==> src/rtl/bb3_pkg.sv <==
// Shared types, constants and helpers for the 3x3 RGB box blur.
package bb3_pkg;

   // Default store sizes handed to the top level
   localparam int MAX_WIDTH_DEF  = 1024;
   localparam int MAX_HEIGHT_DEF = 4096;

   // Configuration register widths and reset values
   localparam int IMG_W_BITS = 11;
   localparam int IMG_H_BITS = 13;
   localparam int CSR_DATA_W = 13;
   localparam logic [IMG_W_BITS-1:0] WIDTH_RESET  = 11'd640;
   localparam logic [IMG_H_BITS-1:0] HEIGHT_RESET = 13'd480;

   // Sum of nine 8-bit channels and the reciprocal of nine in 0.16 fixed point
   localparam int SUM_W      = 12;
   localparam int RECIP_W    = 13;
   localparam int PROD_W     = SUM_W + RECIP_W;
   localparam int MEAN_SHIFT = 16;
   localparam logic [RECIP_W-1:0] MEAN_RECIP = 13'd7282;

   // Result queue
   localparam int FIFO_DEPTH = 8;
   localparam int FIFO_PTR_W = 3;
   localparam int FIFO_CNT_W = FIFO_PTR_W + 1;

   typedef enum logic [0:0] {
      FUNC_PIXEL = 1'b0,
      FUNC_DRAIN = 1'b1
   } func_type;

   typedef enum logic [0:0] {
      REG_IMAGE_WIDTH  = 1'b0,
      REG_IMAGE_HEIGHT = 1'b1
   } csr_index_type;

   typedef struct packed {
      logic [7:0] red;
      logic [7:0] green;
      logic [7:0] blue;
   } pixel_type;

   typedef struct packed {
      pixel_type pix;
      logic      last;
   } rsp_word_type;

   // Control that travels with an item through the pipeline
   typedef struct packed {
      logic valid;
      logic pixel;
      logic emit;
      logic interior;
      logic last;
      logic sel_newer;
   } stage_ctrl_type;

   // Queue handshake between the pipeline tail and the result queue
   typedef struct packed {
      logic push;
      logic pop;
   } fifo_ctrl_type;

   // Truncated division by nine of a nine-term channel sum
   function automatic logic [7:0] mean9(input logic [SUM_W-1:0] sum);
      logic [PROD_W-1:0] prod;
      prod = PROD_W'(sum) * PROD_W'(MEAN_RECIP);
      return prod[MEAN_SHIFT +: 8];
   endfunction

endpackage

==> src/rtl/bb3_rsp_fifo.sv <==
// Result queue between the filter pipeline and the result channel.
module bb3_rsp_fifo
   import bb3_pkg::*;
(
   input  logic                  clock,
   input  logic                  reset,
   input  fifo_ctrl_type         ctrl,
   input  rsp_word_type          push_word,
   output rsp_word_type          head,
   output logic [FIFO_CNT_W-1:0] count
);

   rsp_word_type             slot_ff [FIFO_DEPTH];
   logic [FIFO_PTR_W-1:0]    wr_ptr_ff;
   logic [FIFO_PTR_W-1:0]    wr_ptr_in;
   logic [FIFO_PTR_W-1:0]    rd_ptr_ff;
   logic [FIFO_PTR_W-1:0]    rd_ptr_in;
   logic [FIFO_CNT_W-1:0]    count_ff;
   logic [FIFO_CNT_W-1:0]    count_in;

   // Advance pointers and count
   always_comb begin
      wr_ptr_in = wr_ptr_ff;
      rd_ptr_in = rd_ptr_ff;
      count_in  = count_ff;
      if (ctrl.push) begin
         wr_ptr_in = wr_ptr_ff + FIFO_PTR_W'(1);
      end
      if (ctrl.pop) begin
         rd_ptr_in = rd_ptr_ff + FIFO_PTR_W'(1);
      end
      if (ctrl.push && !ctrl.pop) begin
         count_in = count_ff + FIFO_CNT_W'(1);
      end else if (ctrl.pop && !ctrl.push) begin
         count_in = count_ff - FIFO_CNT_W'(1);
      end
   end

   always_ff @(posedge clock) begin
      if (reset) begin
         wr_ptr_ff <= '0;
         rd_ptr_ff <= '0;
         count_ff  <= '0;
      end else begin
         wr_ptr_ff <= wr_ptr_in;
         rd_ptr_ff <= rd_ptr_in;
         count_ff  <= count_in;
      end
   end

   // Hold the queued words
   always_ff @(posedge clock) begin
      if (ctrl.push) begin
         slot_ff[wr_ptr_ff] <= push_word;
      end
   end

   assign head  = slot_ff[rd_ptr_ff];
   assign count = count_ff;

endmodule

==> config.mk <==
export PLATFORM = sky130hd
export DESIGN_NAME = bb3_rsp_fifo
export DESIGN_NICKNAME = d
export VERILOG_FILES = /design/src/rtl/bb3_pkg.sv /design/src/rtl/bb3_rsp_fifo.sv
export SDC_FILE = /design/constraint.sdc
export NUM_CORES = 1
export LEC_CHECK = 0
export ABC_AREA = 1
export BUFFER_PORTS_ARGS = -buffer_cell sky130_fd_sc_hd__buf_2
export CAP_MARGIN = 20
export CORE_MARGIN = 1
export CORE_UTILIZATION = 45
export CTS_CLUSTER_SIZE = 16
export DETAILED_ROUTE_END_ITERATION = 10
export SYNTH_ARGS = -nofsm -noshare
export SYNTH_HDL_FRONTEND = slang
export SYNTH_SLANG_ARGS = --single-unit
==> constraint.sdc <==
create_clock -name clock -period 3 [get_ports clock]
set_clock_uncertainty 0.2 [all_clocks]
set_input_delay 0.6 -clock clock [delete_from_list [all_inputs] [get_ports clock]]
set_output_delay 0.6 -clock clock [all_outputs]
set_load 0.05 [all_outputs]
Word-level counts from Yosys, hierarchy flattened
Memory sizes are Yosys's and may differ from the RTL's. A register that Yosys moved wholly into a read port is not among the register bits.
Cells that the tools add are included.
- flip-flop bits (word level): 10
- bits in writable memories: 200
- input port bits: 29
- output and inout port bits: 29
- logic and storage cells: 19
- memories kept: 1
- memories (name ; words ; width ; read ports ; clocked after Yosys merged registers in ; write ports ; RTL line ; source):
    slot_ff ; 8 ; 25 ; 1 ; 1 ; 1 ; bb3_rsp_fifo.sv:13 ; rsp_word_type slot_ff [FIFO_DEPTH];
- add/subtract/negate cells: 4
- mux-type cells: 6
- reductions and logical operators: 5
- operator list (kind ; number):
    two-way mux 4 bit ; 2
    adder 3 x 1 -> 3 bit (second input constant) ; 2
    two-way mux 3 bit ; 2
    adder 4 x 1 -> 4 bit (second input constant) ; 1
    subtractor 4 x 1 -> 4 bit (second input constant) ; 1
    logical AND 1 bit ; 2
    zero test 1 bit ; 2
    two-way mux 1 bit ; 2
    nonzero test 2 bit ; 1

Logic depth before layout (Yosys ltp)
- word-level depth: 4
- depth in mapped cells: 11
- gate-level depth less buffers: 11

Worst setup path after synthesis
OpenSTA, ideal clock, no wires.
- kind: input port to flip-flop
- from: in ctrl[1] (netlist bit)
- to: mem slot_ff[0][0] (netlist bit), enable pin
- setup time: 0.407 ns
- arrival time: 2.038 ns
- data required time: 2.393 ns
- path slack: 0.355 ns
- stages: 3
- path buffers: 0
- cell sequence: inv_1 or2_2 nor2_1
- cells in the longest elaborated chain, start to end: 2
- RTL lines (what ; RTL line ; source):
    start: declaration ; bb3_rsp_fifo.sv:7 ; input fifo_ctrl_type ctrl,
    two-way mux 1 bit ; bb3_rsp_fifo.sv:53 ; if (ctrl.push) begin
    two-way mux 1 bit (implied by the code) ; bb3_rsp_fifo.sv:54 ; slot_ff[wr_ptr_ff] <= push_word;
    end: declaration ; bb3_rsp_fifo.sv:13 ;
Every way passes these cells.

==> run metrics <==
status=finished, final reports clean; Initial Util=0.4602; Power Dens Cells=slightly below 700 nW/µm²; Reg power frac=0.494; WP data arrival=between 2 and 2.5 ns; Nets=between 800 and 900; Resize count post-CTS=0; Seq/Total Area, Yosys=0.7279; grt total ovfl=0; post-CTS setup buffer count=0; Min-Delay Path Class=input port to register; H-tree depth=1; worst skew pair latency=approximately 0.5 ns; Routed Antenna Nets=0; setup repair after global routing missed its margin=no; Vert. Die Dim=~140 µm; clock power share=0.371; Die X=140.3 µm; CTS tree=yes; Ports=between 50 and 60; CTS sink cnt=between 200 and 250; Residual DRC=0; endpoint class of the critical path=output port; Fmax achieved=around 0.35 GHz; Avg Cell Area, Syn=11.51 µm²; switching pwr=about 0.0018 W; post-DP HPWL=approximately 11 mm; Met2 Routed Length=8.876 mm; hold depth=1; Pleak=3.741 nW; Max Root-Sink Buffers=3; Slew Limit Fails=0; GRT Total Usage=0.1922; part of the power in combinational logic=0.136; Crit Path Class=register to output port; final wirelength=roughly 19 mm; fin crit period=between 2 and 3 ns; Worst Tran Pin Value=about 0.65 ns; Worst Reg2Reg Path Length in Cells=3; first-pass GRT wire length=about 29 mm; crit-path cells=buf_16, nor2_1, nor2_1, o21ai_0, nand2_1, nand2_1, nand2_1, buf_2; Cell Rows=50; final period utilization=0.9578; Max rail drop VDD=between 0.0004 and 0.0005 V; total number of vias=between 5000 and 6000; synth unique cells=25; met3 wire len=around 1.2 mm; CP dominant cell by count=nand2_1; reg2reg start=wr_ptr_ff[0]$_SDFFE_PP0P_; CP Data Required Time=2.20 ns; Switching Fraction=0.2570; top layer in use=met5; critical path fanouts, max=50; internal power=roughly 0.0051 W; clk slew on worst S/H paths=roughly 0.060 ns; min-delay src=push_word[5]; Relative slew margins=0.5643; initial antenna violation count=2; number of max-cap violations=0; Crit-path slowest cell=dfxtp_2; vias in the first global route=approximately 5400; Mapped Area=8608 µm²; metal1 wirelength=8.564 mm; CTS buffer count=23; flops & latches, synth=213; Root Driver=clkbuf_16; pin count of the biggest net entering global routing=101; post-synthesis net count=slightly below 800; Worst R2R Setup Slack=about 1.2 ns; PortBufs=57; DR iter-0 viols=338; worst reg2reg path endpoint=slot_ff[5][0]$_DFFE_PP_; Core Footprint=18710 µm²; Yosys warning count=0; Worst Hold Path EP=slot_ff[6][5]$_DFFE_PP_; setup TNS=0 ns; share of layout cells above drive strength 1=0.1528; Worst setup SP type=register; die area=about 20000 µm²; Final Util=0.5318; drt first pass iters=5; # setup viols final=0; routability cong.=0.7890; Critical Path Max Stage Delay=around 0.46 ns; detail-routed via count per cell=5.173; Area Overhead vs Synth=15.57%; Final Hold Fails=0; cell count after synthesis=roughly 750; Post-CTS Hold Buffers=0; drt wl/cell=17.71 µm
synth_stat cells:
cell | n | share of area
xor2_1 | 2 | 0.0020
nor3b_1 | 1 | 0.00087
nor3_1 | 1 | 0.00058
or2_2 | 2 | 0.0015
clkbuf_2 | 3 | 0.0017
buf_2 | 13 | 0.0076
buf_4 | 6 | 0.0052
xnor2_1 | 1 | 0.0010
dfxtp_1 | 13 | 0.030
clkbuf_1 | 5 | 0.0022
buf_6 | 6 | 0.0078
inv_2 | 3 | 0.0013
a211oi_1 | 1 | 0.00087
edfxtp_1 | 200 | 0.70
buf_1 | 3 | 0.0013
clkbuf_8 | 2 | 0.0032
nor2_1 | 216 | 0.094
fa_1 | 1 | 0.0023
nand3_1 | 3 | 0.0017
nand2_1 | 144 | 0.063
o21ai_0 | 66 | 0.038
ha_1 | 5 | 0.0073
o21ai_1 | 35 | 0.020
inv_1 | 10 | 0.0044
a21oi_1 | 6 | 0.0035
kinds of logic (layout without fill, tap and decap cells):
family                     count (synthesis)  count (layout)  share of synthesized area
and+or+nand+nor                          367             367                     0.1616
DFF                                      213             213                     0.7279
AOI/OAI and AO/OA                        108             108                    0.06308
adders and majority gates                  6               6                   0.009593
buffers and inverters                     51             134                    0.03474
xor gates and xnor gates                   3               3                   0.003053
other                                      0               1                          0
critical path, delay by kind of cell (launching register included):
kind	cells	cell delay, ns
compound gates	1	0.12
buf+inv	2	0.54
flops	1	0.46
simple gates	5	0.42
flip-flops by register name, indices dropped and copies added, names as in the netlist, named ones only:
signal and flops:
count 4, rd_ptr_ff 3, slot_ff 200, wr_ptr_ff 3
area by class of cell:
class / count / area, µm²
fill: 1538 / 8757
tap: 234 / 292.8
timing repair buffer: 82 / 598.1
antenna: 1 / 2.502
clock inverter: 11 / 77.57
clock buffer: 28 / 594.3
inverter: 13 / 51.30
multi-input combinational: 484 / 2063
sequential: 213 / 6269
routing by layer:
metal / up-vias / GRT usage
met5: - / 0
met4: 2 / 0.05495
met3: 23 / 0.03453
met2: 140 / 0.3124
met1: 2668 / 0.2661
li1: 2681 / -
power by group through the flow:
stage	clock [W]	sequential (W)	combinational, W
CTS	0.00258	0.00336	0.000920
finish	0.00252	0.00336	0.000924
floorplan	0	0.00345	0.000632
detailed placement	0	0.00342	0.000915
global placement	0	0.00342	0.000899
global route	0.00270	0.00337	0.00101
worst max path at each step:
| stage | end | cells after the start |
|---|---|---|
| 2_1_floorplan | slot_ff[0][0]$_DFFE_PP_ | 3 |
| 3_3_place_gp | head[21] | 7 |
| 3_5_place_dp | head[8] | 7 |
| 4_1_cts | head[4] | 7 |
| 5_1_grt | head[3] | 8 |
| 6_report | head[4] | 8 |
cells in the final DEF (no fill, tap or decap), types with 6 or more instances in the layout:
master	netlist	routed
dfxtp_1	13	11
buf_2	13	57
nand2_1	144	144
a21oi_1	6	6
inv_1	10	10
o21ai_1	35	35
buf_4	6	16
nor2_1	216	208
o21ai_0	66	66
nor2_2	0	8
clkbuf_16	0	24
edfxtp_1	200	200
buf_12	0	7
per-stage QoR:
stage,hold WS [ns],setup WS (ns),std cells,power (W),cell area [µm²]
finish,0.1751,0.1266,1066,0.006811,9948
global placement,0.2746,0.6047,1025,0.004316,9239
detailed placement,0.2893,0.6037,1025,0.004336,9239
global route,0.1603,0.01086,1065,0.007079,9946
CTS,0.1628,0.04608,1064,0.006858,9911
floorplan,0.2566,0.3552,748,0.004079,8608
Note: power is estimated with default switching activity, not from simulation.
